--- config.mk ---
export PLATFORM = sky130hd
export DESIGN_NAME = ir_ac_frame_decoder_top
export DESIGN_NICKNAME = d
export VERILOG_FILES = /design/src/rtl/core/iracfd_pkg.sv /design/src/rtl/core/iracfd_frame_dec.sv /design/src/rtl/core/ir_ac_frame_decoder_top.sv
export SDC_FILE = /design/constraint.sdc
export NUM_CORES = 1
export LEC_CHECK = 0
export BUFFER_PORTS_ARGS = -buffer_cell sky130_fd_sc_hd__buf_2
export CAP_MARGIN = 25
export CORE_MARGIN = 2
export CORE_UTILIZATION = 52
export CTS_BUF_LIST = sky130_fd_sc_hd__clkbuf_16
export DETAILED_ROUTE_END_ITERATION = 16
export PLACE_DENSITY = 0.73
export SYNTH_ARGS = -nofsm -noshare
export SYNTH_HDL_FRONTEND = slang
export SYNTH_SLANG_ARGS = --single-unit
--- constraint.sdc ---
create_clock -name clk -period 6 [get_ports clk]
set_clock_uncertainty 0.15 [all_clocks]
set_input_delay 0.6 -clock clk [delete_from_list [all_inputs] [get_ports clk]]
set_output_delay 0.6 -clock clk [all_outputs]
set_load 0.01 [all_outputs]
--- src/rtl/core/iracfd_pkg.sv ---
// shared types and constants for the infrared air conditioner frame decoder
package iracfd_pkg;

	localparam int unsigned DUR_W         = 16;
	localparam int unsigned THR_W         = 15;
	localparam int unsigned CNT_W         = 8;
	localparam int unsigned FRAME_BITS    = 72;

	localparam logic [CNT_W-1:0] FRAME_SAMPLES   = 8'd147;
	localparam logic [CNT_W-1:0] FIRST_BIT_INDEX = 8'd3;
	localparam logic [CNT_W-1:0] LAST_BIT_INDEX  = 8'd145;

	localparam logic [THR_W-1:0] THRESHOLD_RESET = 15'd1300;

	localparam logic [7:0] BYTE1_OFF   = 8'h00;
	localparam logic [7:0] BYTE1_ON    = 8'h90;
	localparam logic [7:0] TEMP_BASE   = 8'd30;
	localparam logic [7:0] TEMP_BIAS   = 8'h9E;
	localparam logic [7:0] TEMP_RESET  = 8'd50;
	localparam int unsigned MODE_FLAG_BIT = 6;

	localparam logic [3:0] FAN_CODE_LOW   = 4'h2;
	localparam logic [3:0] FAN_CODE_MED   = 4'h6;
	localparam logic [3:0] FAN_CODE_HIGH  = 4'h8;
	localparam logic [3:0] SWING_CODE_AUTO = 4'h0;
	localparam logic [3:0] SWING_CODE_MIN  = 4'h2;
	localparam logic [3:0] SWING_CODE_MAX  = 4'hA;

	typedef enum logic [1:0] {
		MODE_OFF  = 2'd0,
		MODE_COOL = 2'd1,
		MODE_DRY  = 2'd2,
		MODE_FAN  = 2'd3
	} ac_mode_t;

	typedef enum logic [1:0] {
		FAN_AUTO = 2'd0,
		FAN_LOW  = 2'd1,
		FAN_MED  = 2'd2,
		FAN_HIGH = 2'd3
	} fan_t;

	typedef struct packed {
		ac_mode_t          mode;
		logic signed [7:0] temp;
		fan_t              fan;
		logic [2:0]        swing;
	} ac_state_t;

	typedef struct packed {
		logic signed [DUR_W-1:0] duration;
		logic                    last;
	} in_item_t;

	typedef struct packed {
		logic              frame_ok;
		logic              accepted;
		logic [1:0]        ac_mode;
		logic signed [7:0] temp_half_deg;
		logic [1:0]        fan_speed;
		logic [2:0]        swing_level;
		logic [63:0]       frame_head;
		logic [7:0]        frame_tail;
	} out_item_t;

endpackage

--- src/rtl/core/iracfd_frame_dec.sv ---
// decodes a collected 72-bit frame into the new unit state and the result transaction
module iracfd_frame_dec (
	input  logic [iracfd_pkg::FRAME_BITS-1:0] frame_bits,
	input  logic                              frame_ok,
	input  iracfd_pkg::ac_state_t             ac_cur,
	output iracfd_pkg::ac_state_t             ac_nxt,
	output iracfd_pkg::out_item_t             result
);
	import iracfd_pkg::*;

	logic [7:0] b1, b2, b3, b4, b5, b6;
	logic [3:0] fan_nib;
	logic [3:0] swing_code;
	logic [7:0] temp_new;
	logic       accepted;

	assign b1 = frame_bits[63:56];
	assign b2 = frame_bits[55:48];
	assign b3 = frame_bits[47:40];
	assign b4 = frame_bits[39:32];
	assign b5 = frame_bits[31:24];
	assign b6 = frame_bits[23:16];

	assign fan_nib    = b3[7:4];
	assign swing_code = b5[7:4];
	assign temp_new   = b2 + TEMP_BASE - TEMP_BIAS;

	always_comb begin
		ac_nxt   = ac_cur;
		accepted = 1'b0;
		priority if (!frame_ok) begin
			accepted = 1'b0;
		end else if (b1 == BYTE1_OFF) begin
			accepted    = 1'b1;
			ac_nxt.mode = MODE_OFF;
			ac_nxt.temp = temp_new;
			ac_nxt.fan  = FAN_AUTO;
		end else if (b1 == BYTE1_ON) begin
			accepted    = 1'b1;
			ac_nxt.temp = temp_new;
			priority if (b4[MODE_FLAG_BIT] && !b6[MODE_FLAG_BIT]) begin
				ac_nxt.mode = MODE_FAN;
			end else if (!b4[MODE_FLAG_BIT] && b6[MODE_FLAG_BIT]) begin
				ac_nxt.mode = MODE_DRY;
			end else begin
				ac_nxt.mode = MODE_COOL;
			end
			unique case (fan_nib)
				FAN_CODE_LOW:  ac_nxt.fan = FAN_LOW;
				FAN_CODE_MED:  ac_nxt.fan = FAN_MED;
				FAN_CODE_HIGH: ac_nxt.fan = FAN_HIGH;
				default:       ac_nxt.fan = FAN_AUTO;
			endcase
			// even codes map to fixed positions, odd or out of range codes keep the old one
			priority if (swing_code == SWING_CODE_AUTO) begin
				ac_nxt.swing = 3'd0;
			end else if (swing_code >= SWING_CODE_MIN && swing_code <= SWING_CODE_MAX
					&& !swing_code[0]) begin
				ac_nxt.swing = swing_code[3:1];
			end else begin
				ac_nxt.swing = ac_cur.swing;
			end
		end else begin
			accepted = 1'b0;
		end
	end

	always_comb begin
		result.frame_ok      = frame_ok;
		result.accepted      = accepted;
		result.ac_mode       = ac_nxt.mode;
		result.temp_half_deg = ac_nxt.temp;
		result.fan_speed     = ac_nxt.fan;
		result.swing_level   = ac_nxt.swing;
		result.frame_head    = frame_ok ? frame_bits[71:8] : 64'd0;
		result.frame_tail    = frame_ok ? frame_bits[7:0] : 8'd0;
	end

endmodule

--- src/rtl/core/ir_ac_frame_decoder_top.sv ---
// top level of the infrared air conditioner frame decoder
// Takes one signed mark/space duration per transaction and emits one result transaction
// on each transaction flagged last. A sample is compared against the threshold on entry and
// registered; the next stage updates the sample count, the 72-bit frame shift register and,
// at the end of a capture, the decoded unit state, all in the same cycle, writing the result
// register. One sample is accepted every cycle; only a last sample waits, and only while the
// result register is still full and stalled.
module ir_ac_frame_decoder_top (
	input  logic                                 clk,
	input  logic                                 arst_n,
	input  logic                                 in_valid,
	output logic                                 in_stall,
	input  iracfd_pkg::in_item_t                 in_item,
	output logic                                 out_valid,
	input  logic                                 out_stall,
	output iracfd_pkg::out_item_t                out_result,
	input  logic                                 cfg_valid,
	output logic                                 cfg_ready,
	input  logic [iracfd_pkg::THR_W-1:0]         cfg_data
);
	import iracfd_pkg::*;

	logic [THR_W-1:0]      thr_q;
	logic [DUR_W:0]        dur_ext;
	logic [DUR_W:0]        mag;
	logic                  bit_in;

	logic                  valid_s1;
	logic                  bit_s1;
	logic                  last_s1;
	logic                  fire;

	logic [CNT_W-1:0]      count_q;
	logic [CNT_W-1:0]      count_inc;
	logic [FRAME_BITS-1:0] shift_q;
	logic [FRAME_BITS-1:0] shift_nx;
	logic                  take_bit;
	logic                  frame_ok;

	ac_state_t             ac_q;
	ac_state_t             ac_nxt;
	out_item_t             result;
	out_item_t             out_q;
	logic                  out_valid_q;

	assign cfg_ready = 1'b1;

	always_ff @(posedge clk or negedge arst_n) begin
		if (!arst_n) begin
			thr_q <= THRESHOLD_RESET;
		end else if (cfg_valid && cfg_ready) begin
			thr_q <= cfg_data;
		end
	end

	// magnitude compare on entry
	assign dur_ext = {in_item.duration[DUR_W-1], in_item.duration};
	assign mag     = dur_ext[DUR_W] ? (~dur_ext + {{DUR_W{1'b0}}, 1'b1}) : dur_ext;
	assign bit_in  = mag >= {{(DUR_W+1-THR_W){1'b0}}, thr_q};

	assign fire     = valid_s1 && (!last_s1 || !out_valid_q || !out_stall);
	assign in_stall = valid_s1 && !fire;

	always_ff @(posedge clk or negedge arst_n) begin
		if (!arst_n) begin
			valid_s1 <= 1'b0;
		end else if (!in_stall) begin
			valid_s1 <= in_valid;
		end
	end

	always_ff @(posedge clk) begin
		if (in_valid && !in_stall) begin
			bit_s1  <= bit_in;
			last_s1 <= in_item.last;
		end
	end

	assign take_bit  = (count_q >= FIRST_BIT_INDEX) && (count_q <= LAST_BIT_INDEX) && count_q[0];
	assign shift_nx  = take_bit ? {shift_q[FRAME_BITS-2:0], bit_s1} : shift_q;
	assign count_inc = (count_q < FRAME_SAMPLES) ? count_q + 8'd1 : count_q;
	assign frame_ok  = count_inc == FRAME_SAMPLES;

	iracfd_frame_dec u_dec (
		.frame_bits (shift_nx),
		.frame_ok   (frame_ok),
		.ac_cur     (ac_q),
		.ac_nxt     (ac_nxt),
		.result     (result)
	);

	always_ff @(posedge clk or negedge arst_n) begin
		if (!arst_n) begin
			count_q <= '0;
			shift_q <= '0;
			ac_q    <= '{mode: MODE_OFF, temp: TEMP_RESET, fan: FAN_AUTO, swing: 3'd0};
		end else if (fire) begin
			if (last_s1) begin
				count_q <= '0;
				shift_q <= '0;
				ac_q    <= ac_nxt;
			end else begin
				count_q <= count_inc;
				shift_q <= shift_nx;
			end
		end
	end

	always_ff @(posedge clk or negedge arst_n) begin
		if (!arst_n) begin
			out_valid_q <= 1'b0;
		end else if (fire && last_s1) begin
			out_valid_q <= 1'b1;
		end else if (!out_stall) begin
			out_valid_q <= 1'b0;
		end
	end

	always_ff @(posedge clk) begin
		if (fire && last_s1) begin
			out_q <= result;
		end
	end

	assign out_valid  = out_valid_q;
	assign out_result = out_q;

	a_accept_needs_frame: assert property (@(posedge clk) disable iff (!arst_n)
		out_valid |-> (out_result.frame_ok || !out_result.accepted))
		else $error("accepted result without a complete frame");

	a_short_frame_empty: assert property (@(posedge clk) disable iff (!arst_n)
		(out_valid && !out_result.frame_ok) |->
		(out_result.frame_head == 64'd0 && out_result.frame_tail == 8'd0))
		else $error("short capture carries frame bytes");

	a_count_bound: assert property (@(posedge clk) disable iff (!arst_n)
		count_q <= FRAME_SAMPLES)
		else $error("sample count past saturation");

	a_capture_restart: assert property (@(posedge clk) disable iff (!arst_n)
		(fire && last_s1) |=> (count_q == '0 && shift_q == '0))
		else $error("capture not cleared after last sample");

	a_off_fan_auto: assert property (@(posedge clk) disable iff (!arst_n)
		(out_valid && out_result.accepted && out_result.ac_mode == MODE_OFF) |->
		(out_result.fan_speed == FAN_AUTO))
		else $error("off frame left fan not auto");

endmodule
# --- After elaboration in Yosys (flattened, before gate mapping) ---
# Index checks and enable logic that the tools add are counted.
classes:
  add_sub_neg: 4
  n_eq_ne: 6
  muxes: 18
  n_bitwise: 1
  magnitude_cmp: 6
  reduce_logical: 23
op_table:
  columns: ["op", "n"]
  rows:
  - ["72-bit two-way mux", 2]
  - ["15-bit two-way mux", 2]
  - ["17-bit by 1-bit adder with 17-bit output, second input constant", 1]
  - ["17-bit by 15-bit greater-or-equal comparator with 1-bit output", 1]
  - ["17-bit two-way mux", 1]
  - ["17-bit inverter", 1]
  - ["8-bit equality test, second input constant", 2]
  - ["8-bit two-way mux", 2]
  - ["12-bit two-way mux", 1]
  - ["1-bit logical AND", 10]
  - ["3-bit two-way mux", 3]
  - ["8-bit by 1-bit adder with 8-bit output, second input constant", 1]
  - ["8-bit by 5-bit adder with 8-bit output, second input constant", 1]
  - ["8-bit by 2-bit greater-or-equal comparator with 1-bit output, second input constant", 1]
  - ["8-bit <= comparator, second input constant", 1]
  - ["1-bit logical NOT", 8]
  - ["8-bit logical NOT", 1]
  - ["8-bit < comparator, second input constant", 1]
  - ["8-bit subtractor, second input constant", 1]
  - ["2-bit case mux with 3 select lines", 1]
  - ["4-bit by 2-bit equality test with 1-bit output, second input constant", 1]
  - ["4-bit by 3-bit equality test with 1-bit output, second input constant", 1]
  - ["4-bit equality test, second input constant", 1]
  - ["4-bit by 2-bit greater-or-equal comparator with 1-bit output, second input constant", 1]
  - ["7 further kinds", 12]
word_totals:
  inputBits: 37
  out_inout_bits: 92
  wordCells: 77
  regBits: 203

# --- Longest topological paths before layout ---
logic_depth:
  depth_word: 12
  mapped_depth: 12
  mapped_depth_nobuf: 12

# --- By module ---
# From an unflattened synthesis, not the netlist that was laid out.
hier_totals:
  cells_unflattened: 885
  hier_area_um2: 10274.9
by_module_without_submodules:
  columns: ["mod", "cells_each", "instances", "seq_area_each_um2", "area_each_um2"]
  rows:
  - ["ir_ac_frame_decoder_top", 748, 1, 5544.1, 9300.2]
  - ["iracfd_frame_dec", 137, 1, 0.0, 974.7]

# --- Least setup slack after synthesis ---
# OpenSTA, ideal clock, no wires.
synth_timing:
  kind: "input -> register"
  from: "in out_stall"
  to: "reg ac_q[0] in the netlist's numbering"
  stages: 6
  t_arrival_ns: 3.266
  setup_slack_ns: 2.445
  n_path_buf: 0
  required_time_ns: 5.711
  setup_ns: 0.139
  path_cell_list: "nand3_1 and2_1 nand2_1 inv_1 and3_1 a31oi_1"
synth_between:
  elab_chain_cells: 4
synth_rtl:
  columns: ["element", "line_no", "source"]
  rows:
  - ["start, declared", "ir_ac_frame_decoder_top.sv:15", "input logic out_stall,"]
  - ["1-bit logical NOT", null, null]
  - ["1-bit logical OR", "ir_ac_frame_decoder_top.sv:61", "assign fire = valid_s1 && (!last_s1 || !out_valid_q || !out_stall);"]
  - ["1-bit logical AND", "ir_ac_frame_decoder_top.sv:61", null]
  - ["2-bit AND reduction (no line)", null, null]
  - ["end signal, assigned", "ir_ac_frame_decoder_top.sv:96", "ac_q <= '{mode: MODE_OFF, temp: TEMP_RESET, fan: FAN_AUTO, swing: 3'd0};"]
  - ["end signal, assigned", "ir_ac_frame_decoder_top.sv:101", "ac_q <= ac_nxt;"]
  - ["end, declared", "ir_ac_frame_decoder_top.sv:40", "ac_state_t ac_q;"]
# Every way passes these cells.
# A chain may end at the register's enable or synchronous reset.

==> out/results.ini <==
[run_status]
status = finished, final reports clean

[clock_tree]
clkTransAtPathRegs_ns = 0.06
cts_buffers = 22
cts_root_buffer = clkbuf_16
clk_latency_ns = 0.50
clockBufferDepth = 3
cts_tree = yes
numClockSinks = 203
htree_levels = 1
post-cts-setup-buffers = 0

[global_routing]
grt_pass1_vias = 6737
antenna_found_initial = 0
grt_use_met2_pct = 32.7
grt_max_degree = 76
met3_usage_pct = 3.56
grt_use_met1_pct = 30.6
grt-busiest-layer = met2
grt_usage_pct = 20.8
overflow = 0
grt_pass1_wl_um = 33800

[timing]
max_slew_margin_pct = 34.9
setup_viol = 0
fin_crit_sh_pct = 65.2
fmax_ghz = 0.256
tns_ns = 0
finalCriticalPeriod_ns = 3.91
hold_violations = 0
rsz0062_at_grt = false
setup_ws_ns = 2.09
final_max_slew_viol_count = 0
worst_pin_slew_ns = 0.974

[yosys]
synth_flop_cell = dfrtp_1
synth_nets = 977
syn_area_um2 = 9500
yosys-top-cells-area = edfxtp_1, dfrtp_1, nand2_1
synth-edff-count = 91
yosysSeqAreaShare_pct = 58.4
synth_warnings = 0
synth_largest_area_cell = edfxtp_1
synth.top_cell.area_share_pct = 28.8
yosysUniqueCellTypes = 52
syn_inst = 920
avgSynthCellArea_um2 = 10.3
synthArstFlopShare_pct = 55.2
synth.ff_latch_count = 203

[setup_path]
cp.required_ns = 6.07
critPathKind = flip-flop to flip-flop
worstPathArrival_ns = 3.98
cp-end-kind = flip-flop
r2r_slack_ns = 2.09
critPathMaxFanout = 75
cp-start-kind = flip-flop

[finish]
final_net_count = 1076
mostFrequentLayoutCells = nand2_1, buf_2, dfrtp_1
final_cell_area_um2 = 11000
layout_commonest_cell = nand2_1
fillCellCount = 1458
num_antenna_cells = 0
drive_above_1_share_pct = 18.7
syn2layout_area_growth_pct = 16.0

[place]
dpl.hpwl_um = 12600
gp_congestion = 0.840
pre_cts_ws_ns = 2.12
io_buffers = 127
placed_area_um2 = 10200

[pwr]
max-vdd-ir-drop_mv = 0.306
power.leakage_uw = 0.00459
power.density_nw_per_um2 = 322

[hold_path]
hp-class = input port to flip-flop

[route]
first_pass_iters = 5
num_vias = 7106
totalWireLength_um = 20200
drt_iter0_drc = 525
routedWlPerCell_um = 16.0
drcViolationCount = 0
viasPerCell = 5.63
ant_nets = 0

[floorplan]
die_x_um = 139
placeableCoreArea_um2 = 18000
ios = 129
rows = 49
fp.dieH_um = 139
initial_core_util_pct = 52.9
dieArea_um2 = 19400

[flow_run]
cap_violations = 0

## registers in the layout, summed over array words and instances (netlist names)
name	cells
shift_q	72
out_result	89
last_s1	1
bit_s1	1
count_q	8
ac_q	15
out_valid	1
thr_q	15
valid_s1	1
## synthesized netlist by cell type (all sizes together), types with 2 or more instances
| master | instances |
|---|---|
| xnor2 | 15 |
| nand3 | 6 |
| clkbuf | 50 |
| dfstp | 7 |
| a221o | 2 |
| nand2 | 210 |
| nor3 | 5 |
| nor4 | 2 |
| and4 | 2 |
| nand4 | 6 |
| o311a | 2 |
| or3 | 5 |
| a21o | 5 |
| a31oi | 7 |
| nor2b | 2 |
| a21oi | 68 |
| and2 | 4 |
| dfrtp | 105 |
| inv | 27 |
| or4 | 3 |
| a211oi | 3 |
| or2 | 3 |
| nand2b | 5 |
| ha | 20 |
| a22o | 27 |
| a21boi | 40 |
| o311ai | 2 |
| buf | 13 |
| a41oi | 5 |
| o21ai | 100 |
| o41ai | 2 |
| o31ai | 17 |
| and3 | 3 |
| edfxtp | 91 |
| nand3b | 2 |
| mux2 | 4 |
| mux2i | 15 |
| nor2 | 25 |
| a311o | 2 |
## final cells by class
| type | instances | area, µm² | area share, % |
|---|---|---|---|
| Tap cell | 229 | 287 | 2.60 |
| Sequential cell | 203 | 5540 | 50.3 |
| Inverter | 27 | 104 | 0.942 |
| Multi-Input combinational cell | 627 | 3610 | 32.8 |
| Timing Repair Buffer | 138 | 747 | 6.78 |
| Clock inverter | 16 | 151 | 1.37 |
| Clock buffer | 23 | 576 | 5.22 |
## logic make-up (layout without fill, tap and decap cells)
group,after synthesis,count (layout),share of synthesized area (%)
buffers and inverters,90,204,3.83
AND/OR/NAND/NOR,286,286,12.7
adder cells (fa/ha/maj),20,20,2.63
AO/OA/AOI/OAI,286,286,19.0
XOR/XNOR,15,15,1.38
other,1,1,0.0395
flip-flops,203,203,58.4
multiplexers,19,19,2.05
## through the flow
| step | hold WS, ns | power [µW] | util, % | instances |
|---|---|---|---|---|
| after floorplan | 0.154 | 2050 | - | 920 |
| after global placement | 0.315 | 2180 | 57.0 | 1220 |
| after detailed placement | 0.333 | 2210 | 57.0 | 1220 |
| after CTS | 0.119 | 3570 | 61.1 | 1260 |
| after global routing | 0.126 | 3740 | 61.4 | 1263 |
| final | 0.138 | 3550 | 61.4 | 1263 |
## worst max-delay path: stages, from the launching register on
cell and delay, ns:
dfrtp_1 0.49, ha_1 0.34, o311a_1 0.41, or4_1 0.52, a221o_2 0.39, buf_4 0.35, a21oi_1 0.65, and2_1 0.24
a21oi_1 0.07
## final timing paths
path | startpoint | endpoint | depth (start not counted)
max reg2reg | count_q[0] | out_result[73] | 8
min in group asynchronous | arst_n | thr_q[11] | 2
min | in_item[0] | last_s1 | 1
max in group asynchronous | arst_n | ac_q[8] | 3
min reg2reg | shift_q[71] | shift_q[71] | 2
max | count_q[0] | out_result[73] | 8
## what timing repair did
action | CTS | global route
setup endpoints to repair | 0 | 0
gates resized for setup | 0 | 0
hold buffers | 1 | 0
endpoints found under the hold margin | 41 | 0
## power by group
| part | switching, µW | internal (µW) |
|---|---|---|
| logic | 283 | 183 |
| registers | 124 | 1600 |
| clock network | 545 | 821 |
## per-layer routing
layer / routed length, µm / vias up
met5: 0 / -
met1: 9440 / 3435
li1: - / 3467
met4: 292 / 0
met3: 996 / 19
met2: 9460 / 185
(Power assumes the default switching activity.)
